$ cat src/rtl/vfc_pkg.sv
// Shared types, constants and plane-word unpack helpers for the
// view frustum cull test unit. No dependencies.
`timescale 1ns / 1ps

package vfc_pkg;

  localparam int NUM_PLANES = 6;   // planes tested, 1..6; NUM_LANES caps it at PLANE_REGS
  localparam int PLANE_REGS = 6;   // plane registers present
  localparam int NUM_LANES  = (NUM_PLANES < PLANE_REGS) ? NUM_PLANES : PLANE_REGS;

  localparam int CFG_IDX_W  = 3;
  localparam int PLANE_W    = 64;
  localparam int COORD_W    = 24;
  localparam int EXT_W      = 23;
  localparam int COEF_W     = 14;
  localparam int OFFS_W     = 22;
  localparam int FRAC_ALIGN = 12;  // d and radius scaled to 20 fractional bits

  localparam int PROD_W     = COEF_W + COORD_W;  // signed a*x
  localparam int BOXP_W     = COEF_W + EXT_W;    // unsigned |a|*ex
  localparam int BOX_W      = BOXP_W + 2;        // sum of three
  localparam int DIST_W     = 42;

  typedef enum logic [1:0] {
    ACT_POINT  = 2'd0,
    ACT_SPHERE = 2'd1,
    ACT_BOX    = 2'd2
  } act_t;

  typedef logic [PLANE_W-1:0] plane_t;

  typedef struct packed {
    logic [1:0]                action;
    logic signed [COORD_W-1:0] x;
    logic signed [COORD_W-1:0] y;
    logic signed [COORD_W-1:0] z;
    logic [EXT_W-1:0]          ex;
    logic [EXT_W-1:0]          ey;
    logic [EXT_W-1:0]          ez;
  } obj_t;

  // what the final compare stage needs besides the distances
  typedef struct packed {
    logic [1:0]       action;
    logic [EXT_W-1:0] ex;
  } ctl_t;

  function automatic logic signed [COEF_W-1:0] plane_a(input plane_t p);
    return p[13:0];
  endfunction

  function automatic logic signed [COEF_W-1:0] plane_b(input plane_t p);
    return p[27:14];
  endfunction

  function automatic logic signed [COEF_W-1:0] plane_c(input plane_t p);
    return p[41:28];
  endfunction

  function automatic logic signed [OFFS_W-1:0] plane_d(input plane_t p);
    return p[63:42];
  endfunction

  // magnitude of a coefficient; -8192 maps to 8192 as unsigned
  function automatic logic [COEF_W-1:0] coef_abs(input logic signed [COEF_W-1:0] v);
    return v[COEF_W-1] ? COEF_W'(-v) : COEF_W'(v);
  endfunction

endpackage

$ cat src/rtl/vfc_plane_regs.sv
// Six 64-bit plane registers behind the configuration write channel.
// Depends on vfc_pkg.
`timescale 1ns / 1ps

module vfc_plane_regs (
  input  logic                           clk,
  input  logic                           rst_n,
  input  logic                           cfg_valid,
  input  logic [vfc_pkg::CFG_IDX_W-1:0]  cfg_index,
  input  logic [vfc_pkg::PLANE_W-1:0]    cfg_data,
  output logic                           cfg_ready,
  output vfc_pkg::plane_t                planes [vfc_pkg::PLANE_REGS]
);

  assign cfg_ready = 1'b1;

  for (genvar i = 0; i < vfc_pkg::PLANE_REGS; i++) begin : g_reg
    vfc_pkg::plane_t plane_r;
    vfc_pkg::plane_t plane_nxt;

    // indexes past the last register match nothing and are dropped
    always_comb begin
      plane_nxt = plane_r;
      if (cfg_valid && cfg_index == vfc_pkg::CFG_IDX_W'(i)) begin
        plane_nxt = cfg_data;
      end
    end

    always_ff @(posedge clk) begin
      if (!rst_n) begin
        plane_r <= '0;
      end else begin
        plane_r <= plane_nxt;
      end
    end

    assign planes[i] = plane_r;
  end

endmodule

$ cat config.mk
export PLATFORM = sky130hd
export DESIGN_NAME = vfc_plane_regs
export DESIGN_NICKNAME = d
export VERILOG_FILES = /design/src/rtl/vfc_pkg.sv /design/src/rtl/vfc_plane_regs.sv
export SDC_FILE = /design/constraint.sdc
export NUM_CORES = 1
export LEC_CHECK = 0
export BUFFER_PORTS_ARGS = -buffer_cell sky130_fd_sc_hd__buf_2
export CAP_MARGIN = 20
export CORE_AREA = 2 2 174 176
export DETAILED_ROUTE_END_ITERATION = 10
export DIE_AREA = 0 0 176 178
export PLACE_DENSITY = 0.76
export SETUP_SLACK_MARGIN = 0.05
export SYNTH_ARGS = -nofsm -noshare
export SYNTH_HDL_FRONTEND = slang
export SYNTH_SLANG_ARGS = --single-unit
$ cat constraint.sdc
create_clock -name clk -period 1.5 [get_ports clk]
set_input_delay 0.075 -clock clk [delete_from_list [all_inputs] [get_ports clk]]
set_output_delay 0.075 -clock clk [all_outputs]
set_load 0.1 [all_outputs]
==> run_results.csv, run 1 <==
group,metric,value,unit
worst_setup_path,cp.required,1.42,ns
sta,hold_viol_final,0,
detailed_routing,antenna_left,0,
worst_setup_path,critPathArrivalTime,1.34,ns
finish,diodes,0,
sta,fin_ws,0.0832,ns
placement,hpwlAfterDp,26800,um
finish,drive_gt1_share,30.4,%
floorplanning,placementRows,63,
global_routing,grt-ovfl-total,0,
yosys,synth-xor-area-share,0,%
worst_setup_path,cp.buffers_inverters,1,
worst_setup_path,slowest_delay,0.46,ns
yosys,synth_compound_area_share,0,%
yosys,syn-num-nets,1386,
yosys,syn_area_per_cell,10.7,sq um
hold_path,whs_path_depth,3,
detailed_routing,first_iter_violations,576,
finish,n_fill_cell,2345,
finish,area_growth,31.1,%
sta,setup_violations,0,
floorplanning,die_w,176,um
status,status,"completed",
yosys,ys_async_sr_fraction,0,%
finish,top_register,"g.plane_r",
power_and_ir_drop,power_density,1270,nW/um^2
clock_network,clockBufferDepth,3,
power_and_ir_drop,net-switching-power,6.40,mW
detailed_routing,vias,11200,
finish,seq_area,7690,sq um
worst_setup_path,timing.rr.start,"g_reg[4].plane_r[8]",
sta,rsz0062_at_grt,"false",
floorplanning,core_area,29400,sq um
yosys,synthSimpleGateAreaFrac,12.5,%
sta,timing.slew.headroom,60.6,%
yosys,yosys.area.top_type,"dfxtp_1",
power_and_ir_drop,power.share.clock,41.5,%
yosys,netlist_top_cells_count,"nand2_1 (448), dfxtp_1 (384), mux2i_1 (384)",
worst_setup_path,slowest_stage,"buf_2",
finish,stdcell_area,18400,sq um
finish,multiInputGateArea,5650,sq um
global_routing,grt_pass1_vias,11200,
sta,max_clock_freq,706,MHz
detailed_routing,post_drt_wl_per_cell,17.8,um
power_and_ir_drop,p_int,16.9,mW
clock_network,post_cts_buffers,0,
job,cap_violations,0,
finish,largest_reg_flops,384,
detailed_routing,dr.pass1.iters,5,
placement,place_area,16700,sq um
worst_setup_path,cp-end-kind,"output pin",
clock_network,cts_buffers,40,
worst_setup_path,crit_family,"buffers and inverters",
yosys,ys.flop_type,"dfxtp_1",
yosys,syn_inst,1316,
yosys,synthTopCellsByArea,"dfxtp_1 (55%), mux2i_1 (27%), nand2_1 (12%), buf_6 (2.4%), buf_12 (1.0%)",
sta,post-route-period-util,94.5,%
yosys,synth.distinct_cells,12,
yosys,yosysSeqAreaShare,54.8,%
worst_setup_path,crit_type,"register to output pin",
worst_setup_path,reg2reg_to,"g_reg[4].plane_r[8]",
global_routing,antenna_found_initial,0,
global_routing,grt_pass1_wl,61000,um
floorplanning,die-area,31300,sq um
yosys,syn_area,14000,sq um
worst_setup_path,cp_cell_sequence,"buf_2",
hold_path,hold_path_class,"primary input to register",
worst_setup_path,startpoint_type,"register",
clock_network,tritoncts,"done",
clock_network,root_buffer,"clkbuf_16",
power_and_ir_drop,ir_drop,0.000741,V
yosys,synth_enable_flop_cells,0,
clock_network,cts.sinks,384,
global_routing,grt_max_degree,65,
yosys,yosysWarnings,0,
detailed_routing,routed_wl,39700,um
worst_setup_path,worstPathMaxFanout,2,
placement,io_buffers,453,
yosys,synth_top_family_by_area,"multiplexers",
clock_network,clock_latency,0.50,ns
floorplanning,die_height,178,um
clock_network,h-tree-depth,2,
worst_setup_path,reg2reg_slack,0.83,ns
yosys,synth_seq_cells,384,
finish,top_regs,"g.plane_r x384",
hold_path,hold_end,"g_reg[2].plane_r[58]",
power_and_ir_drop,seqPwrFrac,45.3,%
detailed_routing,via_per_inst,5.04,
floorplanning,ios,455,
finish,fin_nets,1879,
clock_network,cts.clk_slew.worst_paths,0.06,ns
placement,post-place-ws,0.129,ns
worst_setup_path,cp.depth,1,
worst_setup_path,r2r_cells,2,
floorplanning,initial_core_util,47.7,%
yosys,synth_top_area_share,54.8,%
power_and_ir_drop,leakagePower,10.2,nW
hold_path,hold_start,"cfg_data[58]",
power_and_ir_drop,comb_power_share,13.2,%
power_and_ir_drop,sw_frac_of_total,27.5,%
sta,tns,0,ns
global_routing,grt.total_usage,24.4,%
detailed_routing,drc,0,
sta,period_needed,1.42,ns
yosys,synth_most_common_cell,"nand2_1",
sta,tightest_slew,0.591,ns
yosys,synthMuxAreaShare,27.4,%
placement,gp_congestion,0.846,
sta,skew,0,ns
yosys,synth_fa_ha_area_share,0,%
sta,finalMaxSlewViolations,0,
layer usage:
layer | vias to the layer above | share of wire (%) | track usage, % | routed length (um)
met5 | - | 0 | 0 | 0
met1 | 5322 | 40 | 29.4 | 16100
met4 | 0 | 4.2 | 9.71 | 1660
met3 | 108 | 7.4 | 5.56 | 2950
met2 | 469 | 48 | 42.3 | 19000
li1 | 5315 | - | - | -
cell families after synthesis:
logic type | count (synthesis)
muxes | 384
DFF | 384
and+or+nand+nor | 454
other | 1
buffers and inverters | 93
area by class of cell:
cell class | count | share of cell area, %
flip-flops and latches | 384 | 41.8
clock inverters | 7 | 0.633
clock buffers | 59 | 6.27
multi-input cells | 839 | 30.7
well taps | 390 | 2.65
repair buffers | 544 | 17.9
metrics by stage:
| step | power (mW) | hold slack (ns) | instances | util (%) |
|---|---|---|---|---|
| floorplan | 13.1 | 0.318 | 1316 | - |
| global placement | 13.7 | 0.440 | 2112 | 56.7 |
| detailed placement | 13.7 | 0.446 | 2112 | 56.7 |
| CTS | 23.4 | 0.00228 | 2223 | 62.5 |
| global route | 24.0 | 0.0267 | 2223 | 62.5 |
| finish | 23.3 | 0.00791 | 2223 | 62.5 |
layout by cell type, fill, tap and decap left out, drive strengths merged:
master	instances
buf	498
nand2	448
mux2i	384
dfxtp	384
clkbuf	60
dlygate4sd3	45
nand4bb	3
bufinv	3
nand4b	2
clkinv	2
nor4b	1
conb	1
inv	1
clkinvlp	1
power by group through the flow:
stage	logic [mW]	registers, mW	clock network, mW
final	3.08	10.5	9.66
after global placement	2.95	10.8	0
after global routing	3.19	10.6	10.2
after CTS	3.07	10.5	9.82
after floorplan	0.734	12.4	0
after detailed placement	2.98	10.8	0
repair_timing:
action / in CTS / in global routing
endpoints found under the hold margin: 235 / 0
resized for setup: 0 / 1
endpoints found under the setup margin: 0 / 1
hold buffers: 45 / 0
how the worst max path moves through the flow:
stage,endpoint,start
after floorplan,g_reg[1].plane_r[0],g_reg[1].plane_r[0]
final,planes[48],g_reg[5].plane_r[48]
after global placement,g_reg[3].plane_r[6],cfg_index[2]
after CTS,planes[319],g_reg[1].plane_r[63]
after global routing,planes[1],g_reg[5].plane_r[1]
after detailed placement,g_reg[3].plane_r[5],cfg_index[2]
Power figures use the tool's default switching activity.
==> run 2, diff against run 1 <==
--- a/config.mk
+++ b/config.mk
@@ -10,7 +10,7 @@
 export CORE_AREA = 2 2 174 176
 export DETAILED_ROUTE_END_ITERATION = 10
 export DIE_AREA = 0 0 176 178
-export PLACE_DENSITY = 0.76
+export PLACE_DENSITY_LB_ADDON = 0.08
 export SETUP_SLACK_MARGIN = 0.05
 export SYNTH_ARGS = -nofsm -noshare
 export SYNTH_HDL_FRONTEND = slang
==> run 2 against run 1 <==
Compared with the run above:
- critical path depth did not move
- setup slack improved by 0.011 ns
- first-iteration DRC count fell by 23%
- worst hold slack got worse by 0.0062 ns
- die area did not move
- final cell count rose by 0.22%
- combinational power barely moved
- fmax rose by 0.79%
- largest power group unchanged
- highest routed layer unchanged
==> run_results.csv, run 2 (synthesis gave the netlist of run 1 again) <==
group,metric,value,unit
detailed_routing,antenna_left,0,
sta,period_needed,1.41,ns
floorplanning,die_height,178,um
sta,setup_violations,0,
floorplanning,die_w,176,um
global_routing,grt_pass1_vias,10400,
sta,timing.slew.headroom,58.1,%
finish,diodes,0,
detailed_routing,routed_wl,40600,um
detailed_routing,first_iter_violations,441,
worst_setup_path,cp-end-kind,"output pin",
finish,top_register,"g.plane_r",
worst_setup_path,slowest_delay,0.45,ns
power_and_ir_drop,power_density,1270,nW/um^2
power_and_ir_drop,seqPwrFrac,45.1,%
floorplanning,initial_core_util,47.7,%
worst_setup_path,worstPathMaxFanout,2,
power_and_ir_drop,power.share.clock,41.7,%
finish,fin_cells,2228,
worst_setup_path,cp.required,1.42,ns
sta,hold_viol_final,0,
finish,largest_reg_flops,384,
power_and_ir_drop,power,23.3,mW
sta,max_clock_freq,711,MHz
placement,gp_congestion,0.793,
sta,skew,0,ns
floorplanning,core_area,29400,sq um
worst_setup_path,cp.buffers_inverters,1,
placement,post-place-ws,0.131,ns
finish,multiInputGateArea,5650,sq um
global_routing,grt_max_degree,59,
worst_setup_path,cp_cell_sequence,"buf_2",
detailed_routing,dr.pass1.iters,4,
global_routing,grt_pass1_wl,61000,um
worst_setup_path,startpoint_type,"register",
detailed_routing,via_per_inst,4.91,
global_routing,grt.total_usage,24.9,%
finish,final_common_cell,"buf_2",
finish,seq_area,7690,sq um
sta,tns,0,ns
sta,post-route-period-util,93.7,%
global_routing,antenna_found_initial,0,
floorplanning,placementRows,63,
detailed_routing,post_drt_wl_per_cell,18.2,um
finish,area_growth,31.3,%
worst_setup_path,critPathArrivalTime,1.33,ns
sta,rsz0062_at_grt,"false",
placement,io_buffers,453,
clock_network,h-tree-depth,2,
power_and_ir_drop,leakagePower,10.3,nW
clock_network,clock_latency,0.51,ns
clock_network,cts.clk_slew.worst_paths,0.06,ns
worst_setup_path,crit_type,"register to output pin",
hold_path,hold_path_class,"primary input to register",
detailed_routing,drc,0,
sta,tightest_slew,0.628,ns
worst_setup_path,slowest_stage,"buf_2",
finish,n_fill_cell,2461,
detailed_routing,vias,10900,
placement,placed_cells,2110,
power_and_ir_drop,p_int,16.8,mW
worst_setup_path,crit_family,"buffers and inverters",
sta,fin_ws,0.0942,ns
clock_network,clockBufferDepth,3,
floorplanning,die-area,31300,sq um
clock_network,cts_buffers,40,
finish,layout_common_cells,"buf_2 (449), nand2_1 (448), mux2i_1 (384), dfxtp_1 (384), dlygate4sd3_1 (50)",
finish,top_regs,"g.plane_r x384",
floorplanning,ios,455,
status,status,"completed",
finish,final_util,62.6,%
clock_network,cts.sinks,384,
global_routing,grt-ovfl-total,0,
sta,finalMaxSlewViolations,0,
finish,fin_nets,1882,
power_and_ir_drop,net-switching-power,6.52,mW
clock_network,tritoncts,"done",
placement,hpwlAfterDp,28000,um
power_and_ir_drop,comb_power_share,13.2,%
power_and_ir_drop,ir_drop,0.000761,V
finish,drive_gt1_share,30.5,%
power_and_ir_drop,sw_frac_of_total,27.9,%
clock_network,root_buffer,"clkbuf_16",
job,cap_violations,0,
## run 2: changes by cell type in the layout (fill, tap and decap cells not counted), sizes merged
cell,previous run,this run
dlygate4sd3,45,50
clkinvlp,1,2
clkbuf,60,54
clkinv,2,9
inv,1,0
buf,498,497
## run 2: area by class of cell
class	instances	share of cell area [%]
clock inverters	14	0.836
well taps	390	2.65
multi-input cells	839	30.7
flip-flops and latches	384	41.8
repair buffers	547	17.9
clock buffers	54	6.11
## run 2: metrics by stage
step	cell area [sq um]	hold slack (ns)
after global routing	18400	0.00739
after CTS	18400	0.000144
final	18400	0.00167
after floorplan	14000	0.318
after global placement	16600	0.400
after detailed placement	16600	0.409
## run 2: layer usage
layer | track usage [%] | part of all wire, % | wire length (um) | vias to the layer above
met1 | 31.3 | 42 | 17100 | 5149
met4 | 9.09 | 3.6 | 1450 | 0
li1 | - | - | - | 5331
met2 | 41.0 | 46 | 18900 | 367
met5 | 0 | 0 | 0 | -
met3 | 7.05 | 7.7 | 3130 | 82
## run 2: what timing repair did
item,in CTS,in global routing
endpoints found under the hold margin,271,1
buffers inserted,0,0
resized for setup,3,0
endpoints found under the setup margin,3,0
hold buffers,49,1
## run 2: worst reg2reg max path, stage by stage, from the launching register on
cell     delay (ns)
dfxtp_1        0.34
nand2_1        0.05
mux2i_1        0.18
## run 2: power by group through the flow
stage	clock network, mW	logic [mW]	registers (mW)
final	9.73	3.08	10.5
after floorplan	0	0.734	12.4
after CTS	9.90	3.08	10.5
after global placement	0	2.97	10.8
after detailed placement	0	2.98	10.8
after global routing	10.3	3.20	10.6
## run 2: worst paths after layout
check	startpoint	end	slack, ns	depth (start not counted)
worst max-delay path	g_reg[1].plane_r[33]	planes[289]	0.09	1
worst min-delay path	cfg_data[27]	g_reg[4].plane_r[27]	0.002	3
worst max register to register	g_reg[5].plane_r[32]	g_reg[5].plane_r[32]	0.85	2
worst min register to register	g_reg[0].plane_r[21]	g_reg[0].plane_r[21]	0.45	2
